### src/hkst_pkg.sv
// Shared types and constants for the held key set tracker.
// Used by hkst_ctrl, hkst_dpath and held_key_set_tracker; depends on nothing.
package hkst_pkg;

    localparam int BYTE_W      = 8;
    localparam int KEY_W       = 7;
    localparam int STATUS_W    = 3;
    localparam int COUNT_W     = 5;
    localparam int RELEASE_BIT = 7;

    typedef enum logic [STATUS_W-1:0] {
        ST_IGNORED   = 3'd0,
        ST_ADDED     = 3'd1,
        ST_ALREADY   = 3'd2,
        ST_REMOVED   = 3'd3,
        ST_NOT_FOUND = 3'd4,
        ST_FULL      = 3'd5,
        ST_CLEARED   = 3'd6
    } t_status;

    // Controller to datapath
    typedef struct packed {
        logic    load;        // capture the input transfer
        logic    clr_total;   // empty the list
        logic    start;       // restart the search at entry 0
        logic    step;        // advance the search pointer
        logic    shift_start; // key found on release: begin moving entries down
        logic    shift_step;  // move one entry down
        logic    dec_total;   // drop one from the count
        logic    add;         // append the key at the end of the list
        logic    set_status;
        t_status status;
        logic    out_load;    // push the result into the output register
    } t_cmd;

    // Datapath to controller
    typedef struct packed {
        logic is_clear;
        logic is_zero;
        logic is_release;
        logic hit;
        logic miss;
        logic full;
        logic shift_end;
        logic out_free;
    } t_stat;

endpackage

### src/hkst_ctrl.sv
// Sequencer for the held key set tracker: search, shift and result hand-off.
// Depends on hkst_pkg (t_cmd, t_stat, t_status).
module hkst_ctrl (
    input  logic          i_clk,
    input  logic          i_rst_n,
    input  logic          i_valid,
    output logic          o_ready,
    input  hkst_pkg::t_stat i_stat,
    output hkst_pkg::t_cmd  o_cmd
);

    typedef enum logic [2:0] {
        S_IDLE,
        S_EVAL,
        S_SEARCH,
        S_SHIFT,
        S_DONE
    } t_state;

    t_state r_state;
    t_state n_state;

    always_comb begin
        n_state = r_state;
        o_cmd   = '0;
        o_cmd.status = hkst_pkg::ST_IGNORED;
        case (r_state)
            S_IDLE: begin
                if (i_valid) begin
                    o_cmd.load = 1'b1;
                    n_state    = S_EVAL;
                end
            end
            S_EVAL: begin
                if (i_stat.is_clear) begin
                    o_cmd.clr_total  = 1'b1;
                    o_cmd.set_status = 1'b1;
                    o_cmd.status     = hkst_pkg::ST_CLEARED;
                    n_state          = S_DONE;
                end else if (i_stat.is_zero) begin
                    o_cmd.set_status = 1'b1;
                    o_cmd.status     = hkst_pkg::ST_IGNORED;
                    n_state          = S_DONE;
                end else begin
                    o_cmd.start = 1'b1;
                    n_state     = S_SEARCH;
                end
            end
            S_SEARCH: begin
                if (i_stat.hit) begin
                    if (i_stat.is_release) begin
                        o_cmd.shift_start = 1'b1;
                        n_state           = S_SHIFT;
                    end else begin
                        o_cmd.set_status = 1'b1;
                        o_cmd.status     = hkst_pkg::ST_ALREADY;
                        n_state          = S_DONE;
                    end
                end else if (i_stat.miss) begin
                    o_cmd.set_status = 1'b1;
                    n_state          = S_DONE;
                    if (i_stat.is_release) begin
                        o_cmd.status = hkst_pkg::ST_NOT_FOUND;
                    end else if (i_stat.full) begin
                        o_cmd.status = hkst_pkg::ST_FULL;
                    end else begin
                        o_cmd.add    = 1'b1;
                        o_cmd.status = hkst_pkg::ST_ADDED;
                    end
                end else begin
                    o_cmd.step = 1'b1;
                end
            end
            S_SHIFT: begin
                if (i_stat.shift_end) begin
                    o_cmd.dec_total  = 1'b1;
                    o_cmd.set_status = 1'b1;
                    o_cmd.status     = hkst_pkg::ST_REMOVED;
                    n_state          = S_DONE;
                end else begin
                    o_cmd.shift_step = 1'b1;
                end
            end
            S_DONE: begin
                // hold until the output register can take the result
                if (i_stat.out_free) begin
                    o_cmd.out_load = 1'b1;
                    n_state        = S_IDLE;
                end
            end
            default: begin
                n_state = S_IDLE;
            end
        endcase
    end

    assign o_ready = (r_state == S_IDLE);

    always_ff @(posedge i_clk) begin
        if (!i_rst_n) begin
            r_state <= S_IDLE;
        end else begin
            r_state <= n_state;
        end
    end

    no_step_outside_search : assert property (@(posedge i_clk) disable iff (!i_rst_n)
        o_cmd.step |-> r_state == S_SEARCH)
        else $error("search step issued outside search");

    remove_after_shift : assert property (@(posedge i_clk) disable iff (!i_rst_n)
        o_cmd.dec_total |-> $past(r_state) == S_SEARCH || $past(r_state) == S_SHIFT)
        else $error("count dropped without a prior search");

    one_result_per_item : assert property (@(posedge i_clk) disable iff (!i_rst_n)
        o_cmd.out_load |=> r_state == S_IDLE && !o_cmd.out_load)
        else $error("result loaded twice");

endmodule

### src/hkst_dpath.sv
// Datapath for the held key set tracker: key list memory, pointers, count
// and output register. Depends on hkst_pkg; driven by hkst_ctrl commands.
module hkst_dpath #(
    parameter int MAX_HELD = 16
) (
    input  logic                         i_clk,
    input  logic                         i_rst_n,
    input  hkst_pkg::t_cmd               i_cmd,
    output hkst_pkg::t_stat              o_stat,
    input  logic                         i_op,
    input  logic [hkst_pkg::BYTE_W-1:0]  i_scan_byte,
    output logic                         o_valid,
    input  logic                         i_ready,
    output logic [hkst_pkg::STATUS_W-1:0] o_status,
    output logic [hkst_pkg::KEY_W-1:0]   o_key_code,
    output logic [hkst_pkg::COUNT_W-1:0] o_held_count
);

    localparam int CW = $clog2(MAX_HELD + 1);
    localparam int AW = (MAX_HELD > 1) ? $clog2(MAX_HELD) : 1;

    logic [hkst_pkg::KEY_W-1:0]  mem [MAX_HELD];
    logic [hkst_pkg::KEY_W-1:0]  r_rd_data;

    logic                        r_op;
    logic [hkst_pkg::BYTE_W-1:0] r_byte;
    logic [CW-1:0]               r_idx;
    logic [CW-1:0]               n_idx;
    logic [CW-1:0]               r_wr_idx;
    logic [CW-1:0]               r_total;
    hkst_pkg::t_status           r_status;

    logic                        r_out_valid;
    logic [hkst_pkg::STATUS_W-1:0] r_out_status;
    logic [hkst_pkg::KEY_W-1:0]  r_out_key;
    logic [hkst_pkg::COUNT_W-1:0] r_out_count;

    logic [hkst_pkg::KEY_W-1:0]  key;

    assign key = r_byte[hkst_pkg::KEY_W-1:0];

    // Read address follows the next pointer, so r_rd_data holds mem[r_idx] while searching and shifting
    always_comb begin
        n_idx = r_idx;
        if (i_cmd.start) begin
            n_idx = '0;
        end else if (i_cmd.step || i_cmd.shift_start || i_cmd.shift_step) begin
            n_idx = r_idx + CW'(1);
        end
    end

    always_ff @(posedge i_clk) begin
        if (i_cmd.add) begin
            mem[r_total[AW-1:0]] <= key;
        end
        if (i_cmd.shift_step) begin
            mem[r_wr_idx[AW-1:0]] <= r_rd_data;
        end
        r_rd_data <= mem[n_idx[AW-1:0]];
    end

    always_ff @(posedge i_clk) begin
        r_idx <= n_idx;
        if (i_cmd.load) begin
            r_op   <= i_op;
            r_byte <= i_scan_byte;
        end
        // write pointer trails the read pointer by one during the shift
        if (i_cmd.shift_start || i_cmd.shift_step) begin
            r_wr_idx <= r_idx;
        end
        if (i_cmd.set_status) begin
            r_status <= i_cmd.status;
        end
        if (i_cmd.out_load) begin
            r_out_status <= r_status;
            r_out_key    <= (r_op || r_byte == '0) ? '0 : key;
            r_out_count  <= hkst_pkg::COUNT_W'(r_total);
        end
    end

    always_ff @(posedge i_clk) begin
        if (!i_rst_n) begin
            r_total     <= '0;
            r_out_valid <= 1'b0;
        end else begin
            if (i_cmd.clr_total) begin
                r_total <= '0;
            end else if (i_cmd.add) begin
                r_total <= r_total + CW'(1);
            end else if (i_cmd.dec_total) begin
                r_total <= r_total - CW'(1);
            end
            if (i_cmd.out_load) begin
                r_out_valid <= 1'b1;
            end else if (i_ready) begin
                r_out_valid <= 1'b0;
            end
        end
    end

    always_comb begin
        o_stat.is_clear   = r_op;
        o_stat.is_zero    = (r_byte == '0);
        o_stat.is_release = r_byte[hkst_pkg::RELEASE_BIT];
        o_stat.hit        = (r_idx < r_total) && (r_rd_data == key);
        o_stat.miss       = (r_idx >= r_total);
        o_stat.full       = (r_total >= CW'(MAX_HELD));
        o_stat.shift_end  = (r_idx >= r_total);
        o_stat.out_free   = !r_out_valid || i_ready;
    end

    assign o_valid      = r_out_valid;
    assign o_status     = r_out_status;
    assign o_key_code   = r_out_key;
    assign o_held_count = r_out_count;

    count_in_range : assert property (@(posedge i_clk) disable iff (!i_rst_n)
        r_total <= CW'(MAX_HELD))
        else $error("held count above capacity");

    no_add_when_full : assert property (@(posedge i_clk) disable iff (!i_rst_n)
        i_cmd.add |-> r_total < CW'(MAX_HELD))
        else $error("append into a full list");

    add_grows_count : assert property (@(posedge i_clk) disable iff (!i_rst_n)
        i_cmd.add |=> r_total == $past(r_total) + CW'(1))
        else $error("append did not grow the count");

    shift_write_behind_read : assert property (@(posedge i_clk) disable iff (!i_rst_n)
        i_cmd.shift_step |-> (r_wr_idx + CW'(1) == r_idx) && (r_idx < r_total))
        else $error("shift pointers out of step");

endmodule

### src/held_key_set_tracker.sv
// Held key set tracker: keeps the ordered list of currently held key codes
// from raw scan bytes. Takes one transfer at a time. A clear or a zero byte
// goes from evaluation straight to the result. A press or a release first
// searches the list entry by entry; a release that finds its key then moves
// the later entries down one place to close the hole. The key list memory,
// with one read and one write port, is searched and compacted one entry per
// cycle. A finished result waits in the output register while the next item
// is accepted. The next result then holds the block until the first is taken.
// Depends on hkst_pkg, hkst_ctrl and hkst_dpath.
module held_key_set_tracker #(
    parameter int MAX_HELD = 16
) (
    input  logic                          i_clk,
    input  logic                          i_rst_n,
    input  logic                          i_valid,
    output logic                          o_ready,
    input  logic                          i_op,
    input  logic [hkst_pkg::BYTE_W-1:0]   i_scan_byte,
    output logic                          o_valid,
    input  logic                          i_ready,
    output logic [hkst_pkg::STATUS_W-1:0] o_status,
    output logic [hkst_pkg::KEY_W-1:0]    o_key_code,
    output logic [hkst_pkg::COUNT_W-1:0]  o_held_count
);

    hkst_pkg::t_cmd  cmd;
    hkst_pkg::t_stat stat;

    hkst_ctrl u_ctrl (
        .i_clk   (i_clk),
        .i_rst_n (i_rst_n),
        .i_valid (i_valid),
        .o_ready (o_ready),
        .i_stat  (stat),
        .o_cmd   (cmd)
    );

    hkst_dpath #(
        .MAX_HELD (MAX_HELD)
    ) u_dpath (
        .i_clk        (i_clk),
        .i_rst_n      (i_rst_n),
        .i_cmd        (cmd),
        .o_stat       (stat),
        .i_op         (i_op),
        .i_scan_byte  (i_scan_byte),
        .o_valid      (o_valid),
        .i_ready      (i_ready),
        .o_status     (o_status),
        .o_key_code   (o_key_code),
        .o_held_count (o_held_count)
    );

endmodule

### config.mk
export PLATFORM = sky130hd
export DESIGN_NAME = held_key_set_tracker
export DESIGN_NICKNAME = d
export VERILOG_FILES = /design/src/hkst_pkg.sv /design/src/hkst_ctrl.sv /design/src/hkst_dpath.sv /design/src/held_key_set_tracker.sv
export SDC_FILE = /design/constraint.sdc
export NUM_CORES = 1
export LEC_CHECK = 0
export BUFFER_PORTS_ARGS = -buffer_cell sky130_fd_sc_hd__buf_4
export CAP_MARGIN = 20
export CORE_MARGIN = 5
export CORE_UTILIZATION = 25
export DETAILED_ROUTE_END_ITERATION = 7
export GPL_ROUTABILITY_DRIVEN = 0
export PLACE_DENSITY = 0.46
export SLEW_MARGIN = 10
export SYNTH_ARGS = -nofsm -noshare
export SYNTH_HDL_FRONTEND = slang
export SYNTH_SLANG_ARGS = --single-unit
### constraint.sdc
create_clock -name i_clk -period 3.6 [get_ports i_clk]
set_input_delay 0.18 -clock i_clk [delete_from_list [all_inputs] [get_ports i_clk]]
set_output_delay 0.18 -clock i_clk [all_outputs]
set_load 0.03 [all_outputs]
# Yosys cells after proc, flatten, opt, wreduce, memory -nomap -nowiden
# Memory sizes are Yosys's and may differ from the RTL's. A register that Yosys moved wholly into a read port is not among the register bits.
# Cells that the tools add are included.
dict set report classes {
  n_addsub 3
  n_lt_le_gt_ge 3
  eq_ne 7
  reduce_logical 14
  n_bitwise 1
  mux 49
}
# cell n
set op_table {}
lappend op_table {{two-way mux 4 bit} 8}
lappend op_table {{two-way mux 3 bit} 9}
lappend op_table {{two-way mux 1 bit} 23}
lappend op_table {{two-way mux 5 bit} 3}
lappend op_table {{case mux 3 bit (5 select lines)} 1}
lappend op_table {{case mux 4 bit (3 select lines)} 1}
lappend op_table {{adder 5 x 1 -> 5 bit, second input constant} 2}
lappend op_table {{logical NOT 8 bit} 1}
lappend op_table {{equality test 7 bit} 1}
lappend op_table {{two-way mux 7 bit} 1}
lappend op_table {{OR reduction 7 bit} 1}
lappend op_table {{equality test 3 x 2 -> 1 bit, second input constant} 2}
lappend op_table {{two-way mux 2 bit} 3}
lappend op_table {{greater-or-equal comparator 5 bit} 1}
lappend op_table {{greater-or-equal comparator 5 bit, second input constant} 1}
lappend op_table {{logical OR 1 bit} 5}
lappend op_table {{less-than comparator 5 bit} 1}
lappend op_table {{subtractor 5 x 1 -> 5 bit, second input constant} 1}
lappend op_table {{!= test 2 bit, second input constant} 2}
lappend op_table {{nonzero test 2 bit} 2}
lappend op_table {{equality test 3 x 1 -> 1 bit, second input constant} 1}
lappend op_table {{equality test 3 bit, second input constant} 1}
lappend op_table {{logical NOT 3 bit} 1}
lappend op_table {{AND reduction 2 bit} 1}
lappend op_table {{4 further kinds} 4}
dict set report totals {
  register_bits 45
  in_bits 13
  memories 1
  elab_cells 90
  mem_bits_rw 112
}
# memory words word_bits rd rd_ports_with_merged_regs write_ports line_no
set mem_list {}
lappend mem_list {u_dpath.mem 16 7 1 1 1 hkst_dpath.sv:22} ;# logic [hkst_pkg::KEY_W-1:0] mem [MAX_HELD];

# Logic depth before layout (Yosys ltp)
# Gate-level depths: netlist (run 1).
dict set report logic_depth {
  depth_word 9
  ltp_mapped 13
}

# Hierarchy
# Synthesis (run 1) repeated with hierarchy kept, for this count alone.
dict set report unflattened {
  cells_unflattened 688
  area_unflattened_um2 8619.5
}
# mod cells_per_inst n_inst area_each_um2
set modules_own_cells {}
lappend modules_own_cells {hkst_dpath 642 1 8282.9}
lappend modules_own_cells {hkst_ctrl 46 1 336.6}

# Worst setup path after synthesis (run 1)
# No wires, ideal clock.
dict set report synth_timing {
  kind {register -> register}
  start {reg u_dpath.r_total[1]}
  end {reg u_dpath.r_total[4]}
  slack_ps 468
  setup_time_ps 86
  stages_incl_launch_ff 14
  n_path_buf 0
  required_time_ps 3514
  synth_period_minus_slack_ps 3132
  t_arrival_ps 3047
  cell_sequence {dfxtp_1 > inv_1 > ha_1 > nand4_1 > o221ai_2 > o311ai_0 > nor3_1 > inv_1 > fa_1 > a21o_1 > a21oi_1 > nor2b_1 > nor3_1 > a211oi_1}
}
dict set report synth_between {
  elab_chain_len 7
}
# item line_no
set synth_lines {}
lappend synth_lines {{start: declaration} hkst_dpath.sv:30} ;# logic [CW-1:0] r_total;
lappend synth_lines {{start signal: assignment} hkst_dpath.sv:90} ;# r_total <= r_total + CW'(1);
lappend synth_lines {{start signal: assignment} hkst_dpath.sv:92} ;# r_total <= r_total - CW'(1);
lappend synth_lines {{greater-or-equal comparator 5 bit} hkst_dpath.sv:108} ;# o_stat.full = (r_total >= CW'(MAX_HELD));
lappend synth_lines {{two-way mux 1 bit} hkst_ctrl.sv:64} ;# end else if (i_stat.full) begin
lappend synth_lines {{two-way mux 1 bit} hkst_ctrl.sv:62} ;# if (i_stat.is_release) begin
lappend synth_lines {{two-way mux 5 bit} hkst_ctrl.sv:59} ;# end else if (i_stat.miss) begin
lappend synth_lines {{two-way mux 1 bit} hkst_ctrl.sv:50} ;# if (i_stat.hit) begin
lappend synth_lines {{two-way mux 1 bit} hkst_ctrl.sv:27} ;# case (r_state)
lappend synth_lines {{two-way mux 5 bit or nonzero test 2 bit (tied branches)} --}
# Several ways; a longest one is shown, not always the timed one. The select of a mux whose other input is x is not followed.
# A chain may end at the register's enable or synchronous reset.

# Worst setup path after layout (run 1)
dict set report layout_timing {
  start {reg u_dpath.r_total[4]}
  end {reg u_dpath.r_rd_data[2] (netlist bit) (read register of u_dpath.mem)}
}
dict set report layout_between {
  elab_chain_len 8
}
# item line_no
set layout_lines {}
lappend layout_lines {{greater-or-equal comparator 5 bit or less-than comparator 5 bit (tied branches)} {hkst_dpath.sv:107, hkst_dpath.sv:109, hkst_dpath.sv:106}}
lappend layout_lines {{two-way mux 1 bit or logical AND 1 bit (tied branches)} {hkst_ctrl.sv:59, hkst_ctrl.sv:75, hkst_dpath.sv:106}}
lappend layout_lines {{two-way mux 1 bit} hkst_ctrl.sv:50}
lappend layout_lines {{two-way mux 2 bit} hkst_ctrl.sv:27}
lappend layout_lines {{logical OR 1 bit} hkst_dpath.sv:47} ;# end else if (i_cmd.step || i_cmd.shift_start || i_cmd.shift_step) begin
lappend layout_lines {{logical OR 1 bit *} hkst_dpath.sv:47}
lappend layout_lines {{two-way mux 4 bit *} hkst_dpath.sv:47}
lappend layout_lines {{two-way mux 4 bit *} hkst_dpath.sv:45} ;# if (i_cmd.start) begin
lappend layout_lines {{end: declaration} hkst_dpath.sv:23} ;# logic [hkst_pkg::KEY_W-1:0] r_rd_data;
# Every way passes the cells marked *; elsewhere a longest branch is shown, timed or not.

==> impl_metrics.tcl, run 1 <==
set metrics [dict create \
    status "completed" \
    cellPowerDensity_nw_per_um2 504 \
    syn-num-nets 503 \
    first_iter_violations 360 \
    grt_overflow_total 0 \
    routedWlPerCell_um 18.1 \
    cts_tree "built" \
    dr.pass1.iters 4 \
    ys_top_cells_by_count "edfxtp_1, nand2_1, mux2i_1, nor2_1, dfxtp_1" \
    cts_root_buf "clkbuf_16" \
    nFillCells 2667 \
    ys_warn_count 0 \
    drc_errors 0 \
    nets 569 \
    total_power_mw 4.21 \
    clk_pin_slew_ns 0.07 \
    numPortBuffers 29 \
    seq_area_frac_synth_pct 68.5 \
    tightest_slew_ns 0.923 \
    grt_max_degree 27 \
    slew_headroom_pct 38.0 \
    die_h_um 176 \
    finalHoldViolCount 0 \
    synthArstFlopShare_pct 0 \
    dieArea_um2 30900 \
    critPathBufInv 2 \
    arrival_ns 3.65 \
    first_global_vias 4094 \
    start_kind "register" \
    final_layout_size_suffix_gt1_share_pct 19.5 \
    grt_pass1_wl_mm 25.0 \
    hpwl_mm 11.4 \
    postLayoutCoreUtil_pct 30.9 \
    cpMaxStageDelayCell "dfxtp_1" \
    multi_input_area_um2 2050 \
    num_rows 60 \
    yosys.area.top_type "edfxtp_1" \
    critPathTopFamily "simple AND/OR/NAND/NOR gates" \
    clk_latency_ns 0.43 \
    antenna_found_initial 0 \
    worstPathRequired_ns 3.89 \
    synth_edf_count 143 \
    clock_path_buffers 2 \
    synth.most_common_cell "edfxtp_1" \
    p_leak_nw 2.97 \
    vdd_drop_max_mv 0.321 \
    fmax_ghz 0.298 \
    max_stage_delay_ns 0.42 \
    h-tree-depth 4 \
    grt_usage_pct 10.7 \
    ios 30 \
    final.min_clock_period_ns 3.36 \
    synth.top_cell.area_share_pct 62.4 \
    ys_ff_latch 164 \
    vias 4055 \
    synth_ff_type "edfxtp_1" \
    critPathMaxFanout 22 \
    fin_crit_sh_pct 93.2 \
    hp-class "input pin to register" \
    maxCapViolations 0 \
    synthTopCellsByArea "edfxtp_1, mux2i_1, dfxtp_1" \
    rsz0062_at_grt "no" \
    setup_viol 0 \
    ant_nets 0 \
    slew_violations 0 \
    critPathKind "register to register" \
    syn-cell-area_um2 6880 \
    fin_setup_tns_ns 0 \
    totalWireLength_mm 16.2 \
    core-area_um2 27000 \
    num_antenna_cells 0 \
    clock_sinks 164 \
    cts_buffers 17 \
    path_cells "inv_1 > ha_1 > nand4_1 > nor2_2 > nor4_4 > mux2_4 > mux2_2 > nand2_2 > inv_2 > nor2_1 > a2bb2oi_1 > nand3_1" \
    start_util_pct 25.5 \
    synth_cells 480 \
    synth_cell_types 48 \
    via_per_inst 4.51 \
    ff_latch_area_um2 4710 \
    die_w_um 176 \
    skew_ns 0.00867 \
    postSynthAreaPerCell_um2 14.3 \
    end_kind "register" \
    synthToLayoutAreaGrowth_pct 21.3 \
]
==> state kept, by name, summed over array words and instances, names as in the netlist <==
signal                count
u_dpath.r_wr_idx          4
u_dpath.o_held_count      5
u_dpath.r_status          3
u_dpath.r_op              1
u_dpath.r_rd_data         7
u_dpath.r_idx             5
u_dpath.r_total           5
u_dpath.o_status          3
u_dpath.o_valid           1
u_dpath.mem             112
u_ctrl.r_state            3
u_dpath.r_byte            8
u_dpath.o_key_code        7
==> where the power goes <==
group | leakage [nW] | internal [mW] | switching, mW | total [mW]
Clock | 0.297 | 1.06 | 0.812 | 1.87
Sequential | 1.47 | 2.09 | 0.0246 | 2.12
Combinational | 1.20 | 0.0897 | 0.133 | 0.222
==> stage by stage <==
step | instances | cell area, µm² | hold WS [ns] | setup WS, ns
CTS | 899 | 8330 | 0.0696 | 0.190
finish | 900 | 8350 | 0.0861 | 0.243
global route | 900 | 8350 | 0.0881 | 0.0612
global placement | 857 | 7620 | 0.360 | 0.274
detailed placement | 857 | 7620 | 0.360 | 0.211
floorplan | 480 | 6880 | 0.279 | 0.468
==> cell usage in the layout, fill, tap and decap left out, drive strengths merged, types with 3 or more instances in the layout <==
cell / synthesis / layout
edfxtp: 143 / 143
nand2: 56 / 56
buf: 8 / 50
mux2i: 47 / 47
nor2: 31 / 31
inv: 15 / 26
dfxtp: 21 / 21
nand3: 20 / 20
clkbuf: 5 / 17
a21oi: 13 / 13
nor2b: 12 / 12
nor3: 11 / 11
xnor2: 11 / 11
mux2: 11 / 11
dlygate4sd3: 0 / 10
a32oi: 9 / 9
ha: 9 / 9
o21ai: 8 / 8
nand4: 5 / 5
a2bb2oi: 5 / 5
o22ai: 5 / 5
nor4: 5 / 5
mux4: 4 / 4
a31oi: 4 / 4
and2: 3 / 3
==> worst register-to-register path, cell delays in order, from the launching register on <==
cell and delay [ns]:
dfxtp_1 0.42, inv_1 0.07, ha_1 0.32, nand4_1 0.16, nor2_2 0.08, nor4_4 0.37
mux2_4 0.40, mux2_2 0.25, nand2_2 0.12, inv_2 0.39, nor2_1 0.22, a2bb2oi_1 0.29
nand3_1 0.13
==> what timing repair did <==
item / 4_1_cts / 5_1_grt
endpoints found under the setup margin: 0 / 29
hold buffers: 10 / 0
hold endpoints to repair: 11 / 0
resized for setup: 0 / 4
setup buffers: 0 / 1
==> logic make-up (layout without fill, tap and decap cells) <==
group,count (synthesis),count (layout),synth area share (%)
simple gates,149,149,10.2
compound gates,55,55,5.51
flops,164,164,68.5
mux,62,62,10.1
fa+ha+maj,10,10,1.93
buf+inv,28,107,2.00
xor+xnor,12,12,1.80
==> worst paths after layout <==
check | from | end | slack (ns) | cells after the start
setup / recovery | u_dpath.r_total[4]$_SDFFE_PP0P_ | u_dpath.r_rd_data[2]$_DFF_P_ | 0.24 | 12
hold / removal | i_ready | u_dpath.o_valid$_SDFFE_PN0P_ | 0.09 | 3
setup reg to reg | u_dpath.r_total[4]$_SDFFE_PP0P_ | u_dpath.r_rd_data[2]$_DFF_P_ | 0.24 | 12
hold reg to reg | u_dpath.r_status[2]$_DFFE_PP_ | u_dpath.o_status[2]$_DFFE_PP_ | 0.42 | 0
==> final cells by class <==
type                    instances  share of cell area (%)
flip-flops and latches        164                    56.5
multi-input cells             288                    24.6
repair buffers                 60                    5.85
well taps                     341                    5.11
clock buffers                  17                    5.10
clock inverters                15                    2.16
inverters                      15                   0.675
==> routing by layer <==
layer  vias to the layer above  global-route usage, %  share of wire (%)
met2                        71                   17.8                 50
li1                       1940                      -                  -
met1                      2027                   13.5                 45
met5                         -                      0                  0
met3                        17                   3.06                3.9
met4                         0                   3.70                1.6
Power figures use the tool's default switching activity.
==> run 2, diff against run 1 <==
- PLACE_DENSITY: 0.46 -> unset
==> run 2 against run 1 <==
Net effect:
- clock skew up 0.0017 ns
- cell count up 0.44%
- flip-flop and latch count unchanged
- utilization about the same
- die area unchanged
- final area about the same
- register-to-register slack about the same
- routed wire length down 6.4%
- sequential power about the same
- largest cell class unchanged
==> impl_metrics.tcl, run 2 (same netlist as run 1, synthesis figures left out) <==
set metrics [dict create \
    sw_frac_of_total_pct 21.8 \
    final_layout_size_suffix_gt1_share_pct 19.9 \
    clk_latency_ns 0.42 \
    clock_sinks 164 \
    synthToLayoutAreaGrowth_pct 21.3 \
    slew_headroom_pct 52.9 \
    clock_path_buffers 2 \
    rsz0062_at_grt "no" \
    grt_max_degree 40 \
    die_w_um 176 \
    first_global_vias 4029 \
    cts_tree "built" \
    ios 30 \
    pre_cts_ws_ns 0.185 \
    routedWlPerCell_um 16.8 \
    critPathMaxFanout 7 \
    critPathBufInv 2 \
    num_antenna_cells 0 \
    totalWireLength_mm 15.2 \
    critPathTopFamily "simple AND/OR/NAND/NOR gates" \
    postPlaceCellArea_um2 7660 \
    final_common_cell "edfxtp_1" \
    power.internal_mw 3.21 \
    largest_reg_flops 112 \
    hpwl_mm 10.2 \
    antenna_found_initial 0 \
    grt_overflow_total 0 \
    core-area_um2 27000 \
    h-tree-depth 4 \
    tightest_slew_ns 0.705 \
    start_kind "register" \
    dieArea_um2 30900 \
    vdd_drop_max_mv 0.270 \
    worstPathRequired_ns 3.65 \
    numPortBuffers 29 \
    dr.pass1.iters 5 \
    max_stage_delay_ns 0.60 \
    cts_setup_buffers 0 \
    cts_buffers 17 \
    start_util_pct 25.5 \
    layout_setup_ws_ns 0.253 \
    maxCapViolations 0 \
    combPwrFrac_pct 5.2 \
    stdcell_area_um2 8340 \
    dp_cells 862 \
    setup_viol 0 \
    seq_power_share_pct 51.7 \
    arrival_ns 3.40 \
    critPathKind "register to register" \
    end_kind "register" \
    ant_nets 0 \
    fin_crit_sh_pct 93.0 \
    path_cells "inv_1 > ha_1 > a21oi_1 > o221ai_2 > buf_4 > nor2_1 > and2_1 > mux2i_1 > a32oi_1 > nor2_1" \
    final.min_clock_period_ns 3.35 \
    drc_errors 0 \
    skew_ns 0.0104 \
    p_leak_nw 2.98 \
    final_cell_mix "edfxtp_1, nand2_1, buf_4" \
    via_per_inst 4.51 \
    slew_violations 0 \
    status "completed" \
    crit_top_cell "nor2_1" \
    hp-class "input pin to register" \
    cpMaxStageDelayCell "nor2_1" \
    pwr-share-clk_pct 43.2 \
    grt_usage_pct 10.0 \
    fin_cells 904 \
    die_h_um 176 \
    nFillCells 2691 \
    grt_pass1_wl_mm 23.7 \
    finalHoldViolCount 0 \
    vias 4081 \
    num_rows 60 \
    fin_setup_tns_ns 0 \
    nets 573 \
    cts_root_buf "clkbuf_16" \
    fmax_ghz 0.299 \
    p_sw_uw 893 \
    cellPowerDensity_nw_per_um2 491 \
    first_iter_violations 329 \
    clk_pin_slew_ns 0.06 \
]
run 2: changes by cell type in the layout (fill, tap and decap cells not counted), moves of 2 or more:
| cell | delta |
|---|---|
| inv_6 | -3 |
| inv_8 | -4 |
| inv_2 | -2 |
| clkinv_2 | +4 |
| buf_4 | +4 |
| clkinv_4 | +2 |
run 2: path summary, 6_finish.rpt:
| kind | end | from | cells past startpoint | slack [ns] |
|---|---|---|---|---|
| worst min-delay path | u_dpath.o_valid$_SDFFE_PN0P_ | i_rst_n | 2 | 0.03 |
| worst max register to register | u_dpath.mem[2][6]$_DFFE_PP_ | u_dpath.r_total[4]$_SDFFE_PP0P_ | 10 | 0.25 |
| worst min register to register | u_dpath.o_status[2]$_DFFE_PP_ | u_dpath.r_status[2]$_DFFE_PP_ | 0 | 0.42 |
| worst max-delay path | u_dpath.mem[2][6]$_DFFE_PP_ | u_dpath.r_total[4]$_SDFFE_PP0P_ | 10 | 0.25 |
run 2: layout make-up:
cell class	count	area [µm²]	share of cell area (%)
timing repair buffer	64	515	6.18
sequential	164	4710	56.5
tap	341	427	5.11
clock inverter	15	154	1.84
multi-input combinational	288	2050	24.6
inverter	15	58.8	0.705
clock buffer	17	425	5.10
run 2: power groups by stage:
stage               clock [mW]  sequential (mW)  combinational, mW
floorplan                    0             2.16              0.128
global placement             0             2.16              0.205
detailed placement           0             2.16              0.206
CTS                       1.80             2.12              0.215
global route              1.90             2.12              0.231
finish                    1.77             2.12              0.213
run 2: timing repair:
action	4_1_cts	5_1_grt
resized for setup	0	4
setup endpoints to repair	0	16
hold buffers	9	0
hold endpoints to repair	9	0
run 2: layer usage:
metal / up-vias / wire length (µm) / global-route usage (%)
li1: 1954 / - / -
met1: 2006 / 7080 / 13.7
met2: 109 / 7290 / 15.8
met3: 12 / 690 / 2.26
met4: 0 / 144 / 3.41
met5: - / 0 / 0
run 2: worst reg2reg max path, delay by kind of cell, from the launching register on:
kind | cells | cell delay [ns]
simple gates | 3 | 0.98
buf+inv | 2 | 0.25
fa+ha+maj | 1 | 0.32
flops | 1 | 0.41
compound gates | 3 | 0.67
mux | 1 | 0.35
run 2: per-stage QoR:
step / hold slack, ns / util (%) / power, mW
2_1_floorplan: 0.279 / - / 2.28
3_3_place_gp: 0.361 / 28.3 / 2.36
3_5_place_dp: 0.360 / 28.3 / 2.36
4_1_cts: 0.00923 / 30.8 / 4.14
5_1_grt: 0.0268 / 30.9 / 4.25
6_report: 0.0308 / 30.9 / 4.10
